`src/hw/rtl/ncdf_pkg.sv`:
```
// constants for the normal cdf approximation: q.32 scaling, range reduction
// and polynomial coefficients. no dependencies
`default_nettype none

package ncdf_pkg;

  // fraction bits of the internal fixed-point format
  localparam int QF = 32;

  localparam logic [31:0] INV_SQRT2_Q = 32'd3037000500;
  localparam logic [31:0] LN2_Q       = 32'd2977044472;
  localparam logic [34:0] Z_LIMIT     = 35'd6 << 32;
  localparam logic [32:0] Q_ONE       = 33'd1 << 32;

  localparam longint unsigned P_Q =
    (64'd3275911 * 64'd4294967296 + 64'd5000000) / 64'd10000000;

  localparam longint unsigned A1_MAG =
    (64'd254829592 * 64'd4294967296 + 64'd500000000) / 64'd1000000000;
  localparam longint unsigned A2_MAG =
    (64'd284496736 * 64'd4294967296 + 64'd500000000) / 64'd1000000000;
  localparam longint unsigned A3_MAG =
    (64'd1421413741 * 64'd4294967296 + 64'd500000000) / 64'd1000000000;
  localparam longint unsigned A4_MAG =
    (64'd1453152027 * 64'd4294967296 + 64'd500000000) / 64'd1000000000;
  localparam longint unsigned A5_MAG =
    (64'd1061405429 * 64'd4294967296 + 64'd500000000) / 64'd1000000000;

  localparam logic signed [35:0] COEF_A1 = 36'(A1_MAG);
  localparam logic signed [35:0] COEF_A2 = 36'(64'd0 - A2_MAG);
  localparam logic signed [35:0] COEF_A3 = 36'(A3_MAG);
  localparam logic signed [35:0] COEF_A4 = 36'(64'd0 - A4_MAG);
  localparam logic signed [35:0] COEF_A5 = 36'(A5_MAG);

endpackage

`default_nettype wire

```
`src/hw/rtl/ncdf_mulq.sv`:
```
// two-stage q.32 multiplier: partial products, then sum with round half up
// depends on ncdf_pkg for the fraction width
`default_nettype none

module ncdf_mulq #(
  parameter int AW = 35,
  parameter int BW = 33,
  parameter int RW = 35
) (
  input  logic          clk_i,
  input  logic [AW-1:0] a_i,
  input  logic [BW-1:0] b_i,
  output logic [RW-1:0] p_o
);

  localparam int F   = ncdf_pkg::QF;
  localparam int AHW = AW - F;
  localparam int BHW = BW - F;
  localparam int PW  = AW + BW + 1;

  logic [2*F-1:0]     ll_q;
  logic [F+BHW-1:0]   lh_q;
  logic [AHW+F-1:0]   hl_q;
  logic [AHW+BHW-1:0] hh_q;
  logic [PW-1:0]      sum;

  always_ff @(posedge clk_i) begin
    ll_q <= (2*F)'(a_i[F-1:0]) * (2*F)'(b_i[F-1:0]);
    lh_q <= (F+BHW)'(a_i[F-1:0]) * (F+BHW)'(b_i[BW-1:F]);
    hl_q <= (AHW+F)'(a_i[AW-1:F]) * (AHW+F)'(b_i[F-1:0]);
    hh_q <= (AHW+BHW)'(a_i[AW-1:F]) * (AHW+BHW)'(b_i[BW-1:F]);
  end

  assign sum = PW'(ll_q) + (PW'(lh_q) << F) + (PW'(hl_q) << F)
             + (PW'(hh_q) << (2*F)) + (PW'(1) << (F-1));

  always_ff @(posedge clk_i) begin
    p_o <= sum[RW+F-1:F];
  end

endmodule

`default_nettype wire

```
`config.mk`:
```
export PLATFORM = sky130hd
export DESIGN_NAME = ncdf_mulq
export DESIGN_NICKNAME = d
export VERILOG_FILES = /design/src/hw/rtl/ncdf_pkg.sv /design/src/hw/rtl/ncdf_mulq.sv
export SDC_FILE = /design/constraint.sdc
export NUM_CORES = 2
export LEC_CHECK = 0
export ABC_AREA = 1
export BUFFER_PORTS_ARGS = -buffer_cell sky130_fd_sc_hd__buf_2
export CAP_MARGIN = 15
export CORE_MARGIN = 4
export CORE_UTILIZATION = 56
export DETAILED_ROUTE_END_ITERATION = 16
export PLACE_DENSITY_LB_ADDON = 0.05
export SLEW_MARGIN = 20
export SYNTH_ARGS = -nofsm -noshare
export SYNTH_HDL_FRONTEND = slang
export SYNTH_SLANG_ARGS = --single-unit
```
`constraint.sdc`:
```
create_clock -name clk_i -period 8.27 [get_ports clk_i]
set_input_delay 0 -clock clk_i [delete_from_list [all_inputs] [get_ports clk_i]]
set_output_delay 0 -clock clk_i [all_outputs]
set_load 0.01 [all_outputs]
```
==> out/qor.csv <==
stage,metric,value,unit
clock_tree,# clock sinks,138,
worst_setup_path,Worst Reg2Reg Path Length in Cells,11,
worst_setup_path,r2r setup slk,5.24,ns
synthesis,synth warn,0,
final_layout,"Core Util, Final",59.0,%
clock_tree,total clock buffers created by CTS,17,
timing,"Worst Setup Slack, final",1.37,ns
clock_tree,post-CTS sizing,0,
worst_setup_path,Critical R2R Capture,p_o[18]$_DFF_P_,
synthesis,most frequent cell after synthesis,inv_1,
timing,Max Clock Freq,0.145,GHz
grt,largest net degree at the start of global routing,36,
synthesis,"top cells by area, synth","fa_1, inv_1, nand2_1",
worst_setup_path,kind of critical path,primary input to flip-flop,
min_path,HP Class,primary input to flip-flop,
synthesis,Yosys reg bits,138,
timing,setup TNS,0,ns
clock_tree,CTS root buffer,clkbuf_16,
clock_tree,hold_buf cts,0,
detailed_routing,drt drc,0,
placement,pre-CTS worst setup slack,1.07,ns
detailed_routing,1st-pass router iterations,6,
placement,post-DP HPWL,114000,um
min_path,Hold Path Depth,3,
worst_setup_path,crit-path max cell delay,0.74,ns
worst_setup_path,CP arrival,7.21,ns
grt,number of global-route vias before repair,37700,
grt,total track usage,34.4,%
worst_setup_path,Worst Setup SP,a_i[15],
grt,global-route wire length before repair,217000,um
synthesis,Syn Inst Count,5927,
worst_setup_path,worst r2r src,ll_q[32]$_DFF_P_,
timing,# setup viols final,0,
floorplanning,Die H,289,um
detailed_routing,Vias,35800,
floorplanning,DIE AREA,0.0833,mm^2
timing,Worst Tran Pin Value,1.02,ns
timing,Slew headroom,32.1,%
synthesis,register area share after synthesis,6.26,%
detailed_routing,Initial DRC Count,2952,
worst_setup_path,capture point of the worst path,ll_q[62]$_DFF_P_,
timing,"Hold Vio Cnt, Final",0,
floorplanning,Core ar.,0.0777,mm^2
placement,gp weighted congestion,0.989,
grt,initial antenna violation count,7,
clock_tree,Post-CTS Setup Bufs,0,
worst_setup_path,crit-path max FO,33,
worst_setup_path,CP Cell Sequence,buf_2 > nand2_1 > fa_1 > fa_1 > inv_1 > fa_1 > fa_1 > fa_1 > fa_1 > fa_1 > inv_1 > fa_1 > inv_1 > ha_1 > a21oi_1 > o21ai_0 > nand2_1 > nand2_1 > nand2_1 > nand2_1 > a21oi_1 > nand2_1 > nand2_1 > nand2_1,
final_layout,Layout area overhead,3.95,%
worst_setup_path,Crit path max-delay family,adder cells,
timing,final hold slack,0.0954,ns
worst_setup_path,worst path buffer plus inverter count,4,
worst_setup_path,CP max stage cell,buf_2,
detailed_routing,total wire length,137000,um
synthesis,cell taking the most area after synthesis,fa_1,
synthesis,"FFs w/ async S/R, synth",0,%
run,max-cap viol count,0,
timing,RSZ-0062 raised after global routing,no,
timing,Slew Limit Fails,0,
clock_tree,"Reg clk slew, reported paths",0.07,ns
synthesis,"Net Count, Synth",7285,
synthesis,syn avg cell area,7.44,um^2
outcome,status,"finished, final reports clean",
final_layout,share of post-route cells with drive strength above 1,3.49,%
final_layout,nets,7185,
synthesis,mapped cell area,0.0441,mm^2
worst_setup_path,Critical Path RT,8.58,ns
placement,PortBufs,103,
clock_tree,clk_lat worst skew,0.44,ns
timing,final clock skew,0.0145,ns
floorplanning,Std-Cell Rows,102,
timing,min cycle time layout,6.90,ns
worst_setup_path,Setup crit end kind,flip-flop,
grt,total gr overflow,0,
timing,crit share post-route,83.4,%
clock_tree,number of H-tree levels,4,
clock_tree,CTS tree,done,
synthesis,Post-synth top cells,"inv_1, nand2_1, fa_1, ha_1, clkbuf_1",
synthesis,Netlist cell types,40,
detailed_routing,drt wl/cell,19.9,um
worst_setup_path,crit start category,primary input,
synthesis,"Top FF cell, synth",dfxtp_1,
floorplanning,Initial Utilization,56.8,%
synthesis,post-synth top area share,43.5,%
detailed_routing,vias per cell,5.20,
worst_setup_path,Critical Path Stages,24,
floorplanning,DIE WIDTH,289,um
floorplanning,Boundary Pins,104,
clock_tree,Clock Path Buffers,2,
synthesis,number of synthesized flops with an enable pin,0,
detailed_routing,Final ANT Viol Nets,0,
-- sequential cells by signal, summed over array words and instances (netlist names) --
| name | count |
|---|---|
| hh_q | 3 |
| ll_q | 33 |
| hl_q | 35 |
| p_o | 35 |
| lh_q | 32 |
-- tightest hold or removal path, stage by stage --
cell,delay [ns]
buf_2,0.28
nand2_1,0.15
inv_1,0.05
-- worst min path at each step --
stage | slack [ns] | endpoint | start
2_1_floorplan | 0.25 | hl_q[0]$_DFF_P_ | b_i[0]
3_3_place_gp | 0.40 | p_o[28] | p_o[28]$_DFF_P_
3_5_place_dp | 0.39 | p_o[28] | p_o[28]$_DFF_P_
4_1_cts | 0.06 | hl_q[0]$_DFF_P_ | b_i[0]
5_1_grt | 0.11 | lh_q[31]$_DFF_P_ | a_i[31]
6_report | 0.1 | hl_q[0]$_DFF_P_ | b_i[0]
-- kinds of logic after synthesis --
kind of cell             after synthesis  synth area share, %
AND/OR/NAND/NOR                     2043                 18.0
AO/OA/AOI/OAI                        321                 4.03
adder cells (fa/ha/maj)             1289                 52.9
XOR/XNOR                              61                 1.21
flip-flops                           138                 6.26
buffers and inverters               2075                 17.7
-- cell usage in the layout, fill, tap and decap left out, types with 48 or more instances in the layout --
master and count:
a21oi_1 170, buf_2 103, buf_4 48, dfxtp_1 138, fa_1 959, ha_1 330, inv_1 1804, nand2_1 1664
nand3_1 88, nor2_1 231, o21ai_0 85
-- through the flow --
stage | cell area [um^2] | instances
after detailed placement | 45300 | 6848
after floorplan | 44100 | 5927
after CTS | 45900 | 6880
after global routing | 45900 | 6880
final | 45900 | 6883
after global placement | 45300 | 6848
-- per-layer routing --
| layer | global-route usage, % | vias to the layer above | share of wire [%] |
|---|---|---|---|
| met1 | 49.5 | 17800 | 43 |
| li1 | - | 16400 | - |
| met3 | 6.57 | 225 | 9.2 |
| met4 | 9.11 | 0 | 3.1 |
| met5 | 0 | - | 0 |
| met2 | 53.8 | 1403 | 44 |
-- layout make-up --
type | instances | area, um^2
Antenna cell | 3 | 7.51
Multi-Input combinational cell | 3714 | 33600
Clock buffer | 19 | 443
Sequential cell | 138 | 2760
Inverter | 1805 | 6780
Timing Repair Buffer | 151 | 876
Tap cell | 1040 | 1300
Fill cell | 7439 | 31900
Clock inverter | 13 | 135
Power is left out: the tool's default activity adds up to more than one toggle a clock period on the data nets, which glitch-free logic cannot reach.
